**config.mk**
```make
export PLATFORM = sky130hd
export DESIGN_NAME = msgd_cfg_flat
export DESIGN_NICKNAME = d
export VERILOG_FILES = /design/src/msgd_pkg.sv /design/src/msgd_ifs.sv /design/src/msgd_cfg.sv /design/src/flat_wrapper.sv
export SDC_FILE = /design/constraint.sdc
export NUM_CORES = 1
export LEC_CHECK = 0
export ABC_AREA = 1
export BUFFER_PORTS_ARGS = -buffer_cell sky130_fd_sc_hd__clkbuf_2
export CORE_MARGIN = 1.5
export CORE_UTILIZATION = 57
export CTS_CLUSTER_DIAMETER = 150
export DETAILED_ROUTE_END_ITERATION = 8
export PLACE_DENSITY = 0.73
export SYNTH_ARGS = -nofsm -noshare
export SYNTH_HDL_FRONTEND = slang
export SYNTH_SLANG_ARGS = --single-unit
```
**constraint.sdc**
```tcl
create_clock -name clk -period 5.75 [get_ports clk]
set_input_delay 0.575 -clock clk [delete_from_list [all_inputs] [get_ports clk]]
set_output_delay 0.575 -clock clk [all_outputs]
set_load 0.02 [all_outputs]
```
**src/msgd_pkg.sv**
```systemverilog
`timescale 1ns / 1ps
// ----------------------------------------------------------------------------
// msgd_pkg
// Shared types and constants for the momentum SGD weight update block.
// ----------------------------------------------------------------------------
package msgd_pkg;

  // default sizes
  localparam int NUM_ELEMS_DEF = 4096;
  localparam int VAL_WIDTH_DEF = 32;

  // fixed field widths
  localparam int IDX_W     = 12;
  localparam int COEF_W    = 16;
  localparam int FRAC_BITS = 16;
  localparam int CFG_IDX_W = 2;

  // register reset values
  localparam logic [COEF_W-1:0] LEARN_RATE_RST    = 16'd655;
  localparam logic [COEF_W-1:0] DECAY_RATE_RST    = 16'd0;
  localparam logic [COEF_W-1:0] MOMENTUM_GAIN_RST = 16'd58982;

  // register map
  typedef enum logic [CFG_IDX_W-1:0] {
    REG_LEARN_RATE    = 2'd0,
    REG_DECAY_RATE    = 2'd1,
    REG_MOMENTUM_GAIN = 2'd2
  } cfg_reg_t;

  // coefficients handed to the datapath
  typedef struct packed {
    logic [COEF_W-1:0] learn;     // step size, Q0.16
    logic [COEF_W-1:0] wl;        // decay * rate, rounded to Q0.16
    logic [COEF_W-1:0] momentum;  // momentum gain, Q0.16
  } coef_t;

  // pipeline control states
  typedef enum logic {
    ST_CLEAR,
    ST_RUN
  } state_t;

endpackage

```
**src/msgd_ifs.sv**
```systemverilog


// register write beat
interface msgd_cfg_if;
  logic                              valid;
  logic                              ready;
  logic [msgd_pkg::CFG_IDX_W-1:0]    index;
  logic [msgd_pkg::COEF_W-1:0]       data;

  modport source (output valid, index, data, input ready);
  modport sink   (input valid, index, data, output ready);
endinterface

```
**src/msgd_cfg.sv**
```systemverilog
`timescale 1ns / 1ps
// ----------------------------------------------------------------------------
// msgd_cfg
// Coefficient registers and the precomputed decay * rate product.
// ----------------------------------------------------------------------------
module msgd_cfg (
  input  logic            clk,
  input  logic            rst,
  msgd_cfg_if.sink        cfg,
  output msgd_pkg::coef_t coef
);
  import msgd_pkg::*;

  logic [COEF_W-1:0]   learn_rate;
  logic [COEF_W-1:0]   decay_rate;
  logic [COEF_W-1:0]   momentum_gain;
  logic [COEF_W-1:0]   wl;
  logic [2*COEF_W-1:0] wl_prod;

  // writes are always taken
  assign cfg.ready = 1'b1;

  // register file
  always_ff @(posedge clk) begin
    if (rst) begin
      learn_rate    <= LEARN_RATE_RST;
      decay_rate    <= DECAY_RATE_RST;
      momentum_gain <= MOMENTUM_GAIN_RST;
    end else if (cfg.valid && cfg.ready) begin
      unique case (cfg_reg_t'(cfg.index))
        REG_LEARN_RATE:    learn_rate    <= cfg.data;
        REG_DECAY_RATE:    decay_rate    <= cfg.data;
        REG_MOMENTUM_GAIN: momentum_gain <= cfg.data;
        default: ;
      endcase
    end
  end

  // decay * rate rounded to Q0.16; zero decay gives zero
  assign wl_prod = (2*COEF_W)'(decay_rate) * (2*COEF_W)'(learn_rate)
                 + (2*COEF_W)'(1 << (FRAC_BITS - 1));

  always_ff @(posedge clk) begin
    wl <= wl_prod[FRAC_BITS +: COEF_W];
  end

  assign coef.learn    = learn_rate;
  assign coef.wl       = wl;
  assign coef.momentum = momentum_gain;

endmodule

```
**src/flat_wrapper.sv**
```systemverilog
// flat-port wrapper written by rule: the top's interface ports become plain ports
module msgd_cfg_flat import msgd_pkg::*;
  (clk, rst, coef, cfg_valid, cfg_index, cfg_data, cfg_ready);
  msgd_cfg_if cfg_i ();
  input  logic clk;
  input  logic rst;
  output msgd_pkg::coef_t coef;
  input wire logic [$bits(cfg_i.valid)-1:0] cfg_valid;
  input wire logic [$bits(cfg_i.index)-1:0] cfg_index;
  input wire logic [$bits(cfg_i.data)-1:0] cfg_data;
  output wire logic [$bits(cfg_i.ready)-1:0] cfg_ready;
  assign cfg_i.valid = cfg_valid;
  assign cfg_i.index = cfg_index;
  assign cfg_i.data = cfg_data;
  assign cfg_ready = cfg_i.ready;
  msgd_cfg u_core (.clk(clk), .rst(rst), .cfg(cfg_i), .coef(coef));
endmodule
```
==> results by group <==
Clocking
  – H-Tree Depth: 3
  – CTS tree: yes
  – CTS buffer count: 9
  – Max Root-Sink Buffers: 2
  – Hold-fix buffers, CTS: 0
  – Root Driver: clkbuf_16
  – Clock Latency Late Sink: 340 ps
  – Reg clk slew, reported paths: around 60 ps
  – Clk sinks: 64

Synthesis
  – Yosys cell types: 29
  – Synth Flop Type: dfxtp_1
  – Leading post-synthesis cells by cell area: fa_1 (35%), inv_1 (14%), nand2_1 (13%)
  – Synth Net Count: about 1.8k
  – Gate Count Post-Synth: around 1.5k
  – Post-synth EDFFs: 0
  – Share of the synthesized area in the top cell type: 0.346
  – Synthesis Warnings: 0
  – Synth cell count leaders: inv_1 (409), nand2_1 (398), fa_1 (193)
  – Cell taking the most area after synthesis: fa_1
  – Async set-reset flop share out of synthesis: 0
  – Mapped cell area: around 11000 um2
  – Syn Area/Cell: 7.33 um2
  – Sequential element share of the synthesized area: 0.115
  – Post-synthesis register bit count: 64
  – Most common cell in the netlist: inv_1

Floorplan
  – Die Area: roughly 20000 um2
  – Initial core utilization: 0.589
  – Core Rows: 50
  – Core area: 19000 um2
  – Die Ht: roughly 140 um
  – Die width: 143 um
  – I/O pin count: 70

Detailed routing
  – Mean routed wirelength per cell: around 15 um
  – Routed WL: roughly 27 mm
  – Drt pass-1 iters: 5
  – Drt initial violations: ~640
  – DR vias: around 9.4k
  – Antenna-violating nets left: 0
  – Residual DRC: 0
  – Via density: slightly above 5

Placed design
  – Cells after DPL: ~1.8k
  – DPL Wire Length: between 20 and 25 mm
  – RePlAce Congestion: approximately 0.95
  – Port Buffer Count: 68

Cells and area
  – Nets: roughly 1.9k
  – Share of cells above drive strength 1: 0.0863
  – Fillcell total: 1709
  – Post-route insts no fill: around 1.8k
  – Antenna cells: 0
  – Layout Utilization: 0.643
  – Synth-to-Final Area Change: 9.31%

Power
  – Power Dens Cells: 162 nW/um2
  – Worst-case vdd ir drop: between 100 and 150 uV
  – Total leakage power: around 0.0075 uW

GRT
  – Initial antenna violation count: 0
  – GRT Total Usage: 0.299
  – Largest net degree at the start of global routing: 49
  – Global-route wire length before repair: between 40 and 50 mm
  – Number of global-route vias before repair: between 9k and 10k
  – Global route overflow: 0

Critical path
  – CP Max Fanout: 14
  – Req. time, crit path: 5980 ps
  – Crit Path Category: reg2reg
  – Worst setup SP type: register
  – Crit path top cell by count: fa_1
  – Crit path cell chain: buf_4 > nand2_1 > fa_1 > fa_1 > inv_1 > fa_1 > fa_1 > fa_1 > inv_1 > fa_1 > inv_1 > ha_1 > a21oi_1 > o21ai_0 > a21oi_1 > nor2_1 > nor2_1 > nand2_1 > nand2_1 > nand2_1
  – Slowest CP cell: fa_1
  – Worst Path Arrival: between 5000 and 6000 ps
  – Worst setup EP type: register
  – Worst R2R Setup Slack: between 200 and 300 ps
  – WP buf/inv: 4
  – CP delay by family, top: adder cells
  – Max incr delay on CP: around 550 ps

STA
  – Worst slew pin tran: between 900 and 1000 ps
  – Unrepaired setup endpoints after global routing: false
  – Slew Limit Fails: 0
  – Final setup fails: 0
  – Post-route setup TNS: 0 ps
  – Period minus WS final: approximately 5500 ps
  – Final hold slack: roughly 470 ps
  – Fin crit share: 0.956
  – Final Hold Viols: 0
  – Max Clock Skew: 5.84 ps
  – Slew margin rel.: 0.348
  – Fmax: 182 MHz

Job
  – Max-Cap Viols: 0

Outcome
  – Status: finished clean

Worst hold path
  – Hold Path Class: in2reg
==> final cells by class <==
cell class                      count  area [um2]  area share
Clock inverter                      6        66.3     0.00544
Multi-Input combinational cell    973        8050       0.660
Timing Repair Buffer              111         688      0.0564
Inverter                          411        1540       0.127
Sequential cell                    64        1280       0.105
Tap cell                          260         325      0.0267
Clock buffer                       10         239      0.0196
==> timing repair <==
item	4_1_cts	5_1_grt
setup buffers	0	0
gates resized for setup	0	3
endpoints found under the setup margin	0	1
==> logic make-up after synthesis <==
kind of cell,after synthesis,share of synthesized area
DFF,64,0.115
xor gates and xnor gates,4,0.00314
other,1,0.000336
and+or+nand+nor,565,0.199
AOI/OAI and AO/OA,97,0.0459
buffers and inverters,485,0.164
adders and majority gates,306,0.473
==> path summary, 6_finish.rpt <==
kind	from	to	depth (start not counted)
worst min register to register	u_core.momentum_gain[2]$_SDFFE_PP1P_	u_core.momentum_gain[2]$_SDFFE_PP1P_	2
worst max-delay path	u_core.decay_rate[13]$_SDFFE_PP0P_	u_core.wl[9]$_DFF_P_	20
worst min-delay path	cfg_data[6]	u_core.momentum_gain[6]$_SDFFE_PP1P_	3
worst max register to register	u_core.decay_rate[13]$_SDFFE_PP0P_	u_core.wl[9]$_DFF_P_	20
==> report_power, final <==
part / internal [uW] / switching [uW]
clock network: 348 / 223
registers: 487 / 39.8
logic: 311 / 569
==> tightest hold or removal path, stage by stage <==
cell,delay [ps]
clkbuf_2,100
nand2_1,50
nand3_1,50
==> state kept, by name, indices dropped and copies added, names as in the netlist <==
signal                flops
u_core.learn_rate        16
u_core.momentum_gain     16
u_core.decay_rate        16
u_core.wl                16
==> routing by layer <==
layer,global-route usage,up-vias,share of wire
li1,-,4474,-
met1,0.376,4508,0.41
met2,0.514,326,0.48
met3,0.0490,76,0.069
met4,0.121,0,0.037
met5,0,-,0
==> cell usage in the layout, fill, tap and decap left out, types with 3 or more instances in the layout <==
master      synthesis  routed
o21ai_0            50      50
nor4_1              4       4
ha_1              113     113
dfxtp_1            64      62
o21bai_1            4       4
inv_1             409     409
clkinvlp_4          0       3
nor3_1              5       5
clkbuf_2            0      68
a21o_1              3       3
nand3_1            44      44
buf_4               1      41
fa_1              193     193
clkbuf_16           0       9
nand2_1           398     398
a21oi_1            35      34
nor2_1            107     107
==> through the flow <==
step	setup slack (ps)	instance area, um2	power (uW)
final	254	12200	1980
after global routing	13.9	12200	2140
after CTS	333	12200	1990
after detailed placement	369	11900	1410
after global placement	339	11900	1400
after floorplan	395	11200	1130
Power figures use the tool's default switching activity.
